===== src/hw/rtl/hie_pkg.sv =====
package hie_pkg;

    localparam int DEFAULT_COORD_BITS = 16;
    localparam int INDEX_WIDTH        = 48;
    localparam int DIMS_WIDTH         = 2;

    localparam logic [DIMS_WIDTH-1:0] DIMS_TWO   = 2'd2;
    localparam logic [DIMS_WIDTH-1:0] DIMS_THREE = 2'd3;

    localparam logic REG_DIMENSION_COUNT = 1'b0;

endpackage


===== src/hw/rtl/hie_cell.sv =====
module hie_cell
    import hie_pkg::*;
#(
    parameter int COORD_BITS = DEFAULT_COORD_BITS,
    parameter int LEVEL      = COORD_BITS - 1
) (
    input  logic                  aclk,
    input  logic                  aresetn,
    input  logic                  advance,
    input  logic                  three_d,
    input  logic                  in_valid,
    input  logic [COORD_BITS-1:0] in_x,
    input  logic [COORD_BITS-1:0] in_y,
    input  logic [COORD_BITS-1:0] in_z,
    output logic                  out_valid,
    output logic [COORD_BITS-1:0] out_x,
    output logic [COORD_BITS-1:0] out_y,
    output logic [COORD_BITS-1:0] out_z
);

    localparam logic [COORD_BITS-1:0] LOW_MASK =
        {{(COORD_BITS-LEVEL){1'b0}}, {LEVEL{1'b1}}};

    logic                  valid_reg;
    logic [COORD_BITS-1:0] x_reg, y_reg, z_reg;
    logic [COORD_BITS-1:0] x_next, y_next, z_next;

    always_comb begin
        logic [COORD_BITS-1:0] t;
        t      = '0;
        x_next = in_x;
        y_next = in_y;
        z_next = in_z;
        if (x_next[LEVEL]) begin
            x_next = x_next ^ LOW_MASK;
        end
        if (y_next[LEVEL]) begin
            x_next = x_next ^ LOW_MASK;
        end else begin
            t      = (x_next ^ y_next) & LOW_MASK;
            x_next = x_next ^ t;
            y_next = y_next ^ t;
        end
        if (three_d) begin
            if (z_next[LEVEL]) begin
                x_next = x_next ^ LOW_MASK;
            end else begin
                t      = (x_next ^ z_next) & LOW_MASK;
                x_next = x_next ^ t;
                z_next = z_next ^ t;
            end
        end
    end

    always_ff @(posedge aclk) begin
        if (!aresetn) begin
            valid_reg <= 1'b0;
        end else if (advance) begin
            valid_reg <= in_valid;
        end
    end

    always_ff @(posedge aclk) begin
        if (advance) begin
            x_reg <= x_next;
            y_reg <= y_next;
            z_reg <= z_next;
        end
    end

    assign out_valid = valid_reg;
    assign out_x     = x_reg;
    assign out_y     = y_reg;
    assign out_z     = z_reg;

endmodule


===== src/hw/rtl/hie_finish.sv =====
module hie_finish
    import hie_pkg::*;
#(
    parameter int COORD_BITS = DEFAULT_COORD_BITS
) (
    input  logic                   aclk,
    input  logic                   aresetn,
    input  logic                   advance,
    input  logic                   three_d,
    input  logic                   in_valid,
    input  logic [COORD_BITS-1:0]  in_x,
    input  logic [COORD_BITS-1:0]  in_y,
    input  logic [COORD_BITS-1:0]  in_z,
    output logic                   out_valid,
    output logic [INDEX_WIDTH-1:0] out_index
);

    localparam int CODE_W = (3 * COORD_BITS > INDEX_WIDTH) ? 3 * COORD_BITS : INDEX_WIDTH;

    logic                   valid_reg;
    logic [INDEX_WIDTH-1:0] index_reg;
    logic [INDEX_WIDTH-1:0] index_next;
    logic [COORD_BITS-1:0]  gx, gy, gz, last, corr;
    logic [CODE_W-1:0]      code2, code3;

    always_comb begin
        gx   = in_x;
        gy   = in_y ^ in_x;
        gz   = in_z ^ gy;
        last = three_d ? gz : gy;
        for (int i = 0; i < COORD_BITS; i++) begin
            corr[i] = ^(last >> (i + 1));
        end
        gx = gx ^ corr;
        gy = gy ^ corr;
        gz = gz ^ corr;
        code2 = '0;
        code3 = '0;
        for (int b = 0; b < COORD_BITS; b++) begin
            code2[2*b+1] = gx[b];
            code2[2*b]   = gy[b];
            code3[3*b+2] = gx[b];
            code3[3*b+1] = gy[b];
            code3[3*b]   = gz[b];
        end
        index_next = three_d ? code3[INDEX_WIDTH-1:0] : code2[INDEX_WIDTH-1:0];
    end

    always_ff @(posedge aclk) begin
        if (!aresetn) begin
            valid_reg <= 1'b0;
        end else if (advance) begin
            valid_reg <= in_valid;
        end
    end

    always_ff @(posedge aclk) begin
        if (advance) begin
            index_reg <= index_next;
        end
    end

    assign out_valid = valid_reg;
    assign out_index = index_reg;

endmodule


===== src/hw/rtl/hilbert_index_encoder.sv =====
// Throughput: one point per cycle unless m_ready stalls the output; one pipeline cell per undo level, COORD_BITS-1
// cells, then a Gray/correction/interleave stage with the output register.
// The whole pipeline holds while a result waits on m_ready.
// Reset: synchronous, active low; clears all valid bits, dimension_count to 2.
module hilbert_index_encoder
    import hie_pkg::*;
#(
    parameter int COORD_BITS = DEFAULT_COORD_BITS
) (
    input  logic                   aclk,
    input  logic                   aresetn,
    input  logic                   psel,
    input  logic                   penable,
    input  logic                   pwrite,
    input  logic [2:0]             paddr,
    input  logic [31:0]            pwdata,
    output logic [31:0]            prdata,
    output logic                   pready,
    input  logic                   s_valid,
    output logic                   s_ready,
    input  logic [COORD_BITS-1:0]  s_coord_x,
    input  logic [COORD_BITS-1:0]  s_coord_y,
    input  logic [COORD_BITS-1:0]  s_coord_z,
    output logic                   m_valid,
    input  logic                   m_ready,
    output logic [INDEX_WIDTH-1:0] m_curve_index
);

    logic [DIMS_WIDTH-1:0] dims_reg;
    logic                  three_d;
    logic                  advance;

    logic                  stage_valid [0:COORD_BITS-1];
    logic [COORD_BITS-1:0] stage_x     [0:COORD_BITS-1];
    logic [COORD_BITS-1:0] stage_y     [0:COORD_BITS-1];
    logic [COORD_BITS-1:0] stage_z     [0:COORD_BITS-1];

    assign pready = 1'b1;

    always_ff @(posedge aclk) begin
        if (!aresetn) begin
            dims_reg <= DIMS_TWO;
        end else if (psel && penable && pwrite && pready &&
                     paddr[2] == REG_DIMENSION_COUNT) begin
            dims_reg <= pwdata[DIMS_WIDTH-1:0];
        end
    end

    assign prdata  = (paddr[2] == REG_DIMENSION_COUNT) ?
                     {{(32-DIMS_WIDTH){1'b0}}, dims_reg} : 32'd0;
    assign three_d = (dims_reg == DIMS_THREE);
    assign advance = !m_valid || m_ready;
    assign s_ready = advance;

    assign stage_valid[0] = s_valid;
    assign stage_x[0]     = s_coord_x;
    assign stage_y[0]     = s_coord_y;
    assign stage_z[0]     = s_coord_z;

    for (genvar i = 0; i < COORD_BITS - 1; i++) begin : g_cell
        hie_cell #(
            .COORD_BITS(COORD_BITS),
            .LEVEL     (COORD_BITS - 1 - i)
        ) u_cell (
            .aclk     (aclk),
            .aresetn  (aresetn),
            .advance  (advance),
            .three_d  (three_d),
            .in_valid (stage_valid[i]),
            .in_x     (stage_x[i]),
            .in_y     (stage_y[i]),
            .in_z     (stage_z[i]),
            .out_valid(stage_valid[i+1]),
            .out_x    (stage_x[i+1]),
            .out_y    (stage_y[i+1]),
            .out_z    (stage_z[i+1])
        );
    end

    hie_finish #(
        .COORD_BITS(COORD_BITS)
    ) u_finish (
        .aclk     (aclk),
        .aresetn  (aresetn),
        .advance  (advance),
        .three_d  (three_d),
        .in_valid (stage_valid[COORD_BITS-1]),
        .in_x     (stage_x[COORD_BITS-1]),
        .in_y     (stage_y[COORD_BITS-1]),
        .in_z     (stage_z[COORD_BITS-1]),
        .out_valid(m_valid),
        .out_index(m_curve_index)
    );

`ifndef SYNTHESIS
    a_two_d_upper_zero: assert property (@(posedge aclk) disable iff (!aresetn)
        m_valid && !three_d |-> (m_curve_index >> (2 * COORD_BITS)) == '0)
        else $error("upper index bits set in two-axis mode");

    a_reset_clears_output: assert property (@(posedge aclk)
        $past(!aresetn) |-> !m_valid)
        else $error("result valid right after reset");

    a_accept_enters_pipe: assert property (@(posedge aclk) disable iff (!aresetn)
        s_valid && s_ready |=> stage_valid[1] || (COORD_BITS == 1))
        else $error("accepted transaction missing from first cell");
`endif

endmodule

===== config.mk =====
export PLATFORM = sky130hd
export DESIGN_NAME = hilbert_index_encoder
export DESIGN_NICKNAME = d
export VERILOG_FILES = /design/src/hw/rtl/hie_pkg.sv /design/src/hw/rtl/hie_cell.sv /design/src/hw/rtl/hie_finish.sv /design/src/hw/rtl/hilbert_index_encoder.sv
export SDC_FILE = /design/constraint.sdc
export NUM_CORES = 1
export LEC_CHECK = 0
export ABC_AREA = 0
export ABC_CLOCK_PERIOD_IN_PS = 27200
export BUFFER_PORTS_ARGS = -buffer_cell sky130_fd_sc_hd__buf_4
export CELL_PAD_IN_SITES_DETAIL_PLACEMENT = 1
export CELL_PAD_IN_SITES_GLOBAL_PLACEMENT = 1
export CORE_MARGIN = 8
export CORE_UTILIZATION = 50
export CTS_CLUSTER_SIZE = 12
export DETAILED_ROUTE_END_ITERATION = 12
export PLACE_DENSITY = 0.79
export SETUP_SLACK_MARGIN = 0.5
export SLEW_MARGIN = 5
export SYNTH_ARGS = -nofsm -noshare
export SYNTH_HDL_FRONTEND = slang
export SYNTH_SLANG_ARGS = --single-unit

===== constraint.sdc =====
create_clock -name aclk -period 27.2 [get_ports aclk]
set_input_delay 1.36 -clock aclk [delete_from_list [all_inputs] [get_ports aclk]]
set_output_delay 1.36 -clock aclk [all_outputs]
set_load 0.005 [all_outputs]

==> metrics.yaml <==
path_common_cell: "buf_4"
start_util_pct: 50.5
dpl.hpwl_um: 40700
startpoint_type: "input port"
clockRootBuffer: "clkbuf_16"
yosys-top-cells-area: "edfxtp_1, mux2_2, xor2_1, a21oi_1, a211oi_1"
drv_slew: 0
r2r_cells: 6
grt-ovfl-total: 0
regArea_um2: 23400
relSlewSlack_pct: 16.0
grt_pass1_wl_um: 105000
numClockSinks: 786
wl_um: 65400
grt_pass1_vias: 20000
fin_crit_sh_pct: 17.2
synth_top_area_cell: "edfxtp_1"
max_freq_mhz: 213
cpPeakStageDelay_ns: 1.03
layout_commonest_cell: "edfxtp_1"
cts_hold_buf: 0
syn_area_per_cell_um2: 14.1
drt_iter0_drc: 1093
leakage_uw: 0.0139
cts_htree_levels: 3
first_pass_iters: 5
timing.setup.tns_ns: 0
max_cap_violations: 0
synth_warnings: 0
cts_tree: "built"
fin_worst_skew_ns: 0.0294
r2r-start: "u_finish.out_valid"
die_w_um: 274
place_congestion: 0.795
port_buffers: 109
slowest_stage: "buf_4"
cts-resized-gates: 0
vdd_drop_max_mv: 0.143
via_per_inst: 5.49
antenna_cells: 0
top_layer: "met4"
ys_ff_latch: 786
cts_setup_buffers: 0
drt-met1-wl_um: 24800
min_path_type: "flip-flop to flip-flop"
final_nets: 2499
worstMarginPinSlew_ns: 1.26
synth_area_um2: 33300
nFillCells: 6334
critPathMaxFanout: 97
path_class: "input port to flip-flop"
final_antenna_net_count: 0
cp_data_arrival_time_ns: 4.92
synth_top_area_share_pct: 69.3
cts_buffers: 83
area_delta_synth_final_pct: 11.6
synth_cell_type_count: 34
end_kind: "flip-flop"
track_usage_pct: 17.3
grt_max_degree: 222
wl_met3_um: 2880
die_h_um: 274
reg2reg_to: "g_cell[8].u_cell.out_y[2]"
crit_path_end: "g_cell[8].u_cell.out_y[2]"
syn_inst: 2351
path_clk_slew_ns: 0.05
rsz0062_at_grt: "false"
critPathLaunch: "m_ready"
power_density_nw_per_um2: 135
antenna_found_initial: 0
io_pins: 173
vias: 18200
drive_gt1_share_pct: 14.4
power_uw: 5000
clkLatencyLatePin_ns: 0.63
cp_cell_sequence: "buf_4 > nor2b_1 > buf_4 > inv_8 > buf_4 > buf_4 > buf_4"
period_needed_ns: 4.68
rows: 94
multi_input_area_um2: 9120
layout_common_cells: "edfxtp_1, a21oi_1, nand2_1, xor2_1, nor2_1"
r2r_setup_slack_ns: 22.92
outcome: "completed"
core_um2: 65900
setup_viol: 0
ys_seq_area_share_pct: 70.4
post_drt_wl_per_cell_um: 19.7
route.detailed.drc: 0
clockBufferDepth: 3
cp.required_ns: 27.43
route.met2.wl_um: 36200
finalHoldViolations: 0
dieArea_um2: 75000
-- worst min path at each step --
stage / cells past startpoint / start / end
6_report: 0 / g_cell[8].u_cell.out_x[7] / g_cell[9].u_cell.out_x[7]
5_1_grt: 0 / g_cell[8].u_cell.out_x[7] / g_cell[9].u_cell.out_x[7]
4_1_cts: 0 / g_cell[7].u_cell.out_z[9] / g_cell[8].u_cell.out_z[9]
3_5_place_dp: 0 / g_cell[11].u_cell.out_y[6] / g_cell[12].u_cell.out_y[6]
3_3_place_gp: 0 / g_cell[2].u_cell.out_y[13] / g_cell[3].u_cell.out_y[13]
2_1_floorplan: 0 / g_cell[9].u_cell.out_x[10] / g_cell[10].u_cell.out_x[10]
-- power breakdown --
| part | total, µW | switching [µW] | leakage, µW | internal, µW |
|---|---|---|---|---|
| clock network | 1050 | 461 | 0.00120 | 593 |
| registers | 2120 | 211 | 0.00837 | 1900 |
| logic | 1830 | 996 | 0.00427 | 834 |
| total | 5000 | 1670 | 0.0139 | 3330 |
-- layout make-up --
cell class | instances | area share (%)
multi-input combinational | 1403 | 24.6
sequential | 786 | 63.1
inverter | 17 | 0.192
clock inverter | 35 | 0.951
timing repair buffer | 118 | 2.49
tap | 864 | 2.91
clock buffer | 103 | 5.80
-- per-layer routing --
| metal | GRT usage (%) | vias up |
|---|---|---|
| li1 | - | 8626 |
| met1 | 19.2 | 9185 |
| met2 | 33.1 | 317 |
| met3 | 3.22 | 119 |
| met5 | 0 | - |
| met4 | 5.84 | 0 |
-- synthesized netlist by cell type, drive strengths merged --
cell and n:
edfxtp 768, a21oi 250, nand2 172, xor2 156, nor2 154, clkbuf 127
o21ai 127, nor2b 124, mux2 122, a211oi 120, xnor2 94, buf 47
dfxtp 18, a21boi 15, nand2b 13, inv 11, mux2i 8, xnor3 8
clkinv 6, and2 2, and3 2, conb 2, xor3 2, nand4b 1
nor3b 1, o21a 1
-- metrics by stage --
stage	hold WS, ns	cell area (µm²)	instances	util (%)	worst slack [ns]
4_1_cts	0.403	37100	3326	56.4	22.48
3_3_place_gp	0.400	34600	3188	52.6	21.96
6_report	0.407	37100	3326	56.4	22.52
5_1_grt	0.408	37100	3326	56.4	22.21
2_1_floorplan	0.400	33400	2380	-	3.20
3_5_place_dp	0.405	34600	3188	52.6	21.83
-- worst max-delay path: cells and delay by family --
kind,cells,cell delay (ns)
AND/OR/NAND/NOR,1,0.04
buffers and inverters,6,3.34
-- cell families (layout without fill, tap and decap cells) --
group	after synthesis	after routing	synth area share, %
AOI/OAI and AO/OA	513	513	8.74
xor gates and xnor gates	260	260	7.54
buffers and inverters	191	273	2.53
DFF	786	786	70.4
muxes	130	130	4.37
other	2	31	0.0226
and+or+nand+nor	469	469	6.38
Note: power is estimated with default switching activity, not from simulation.
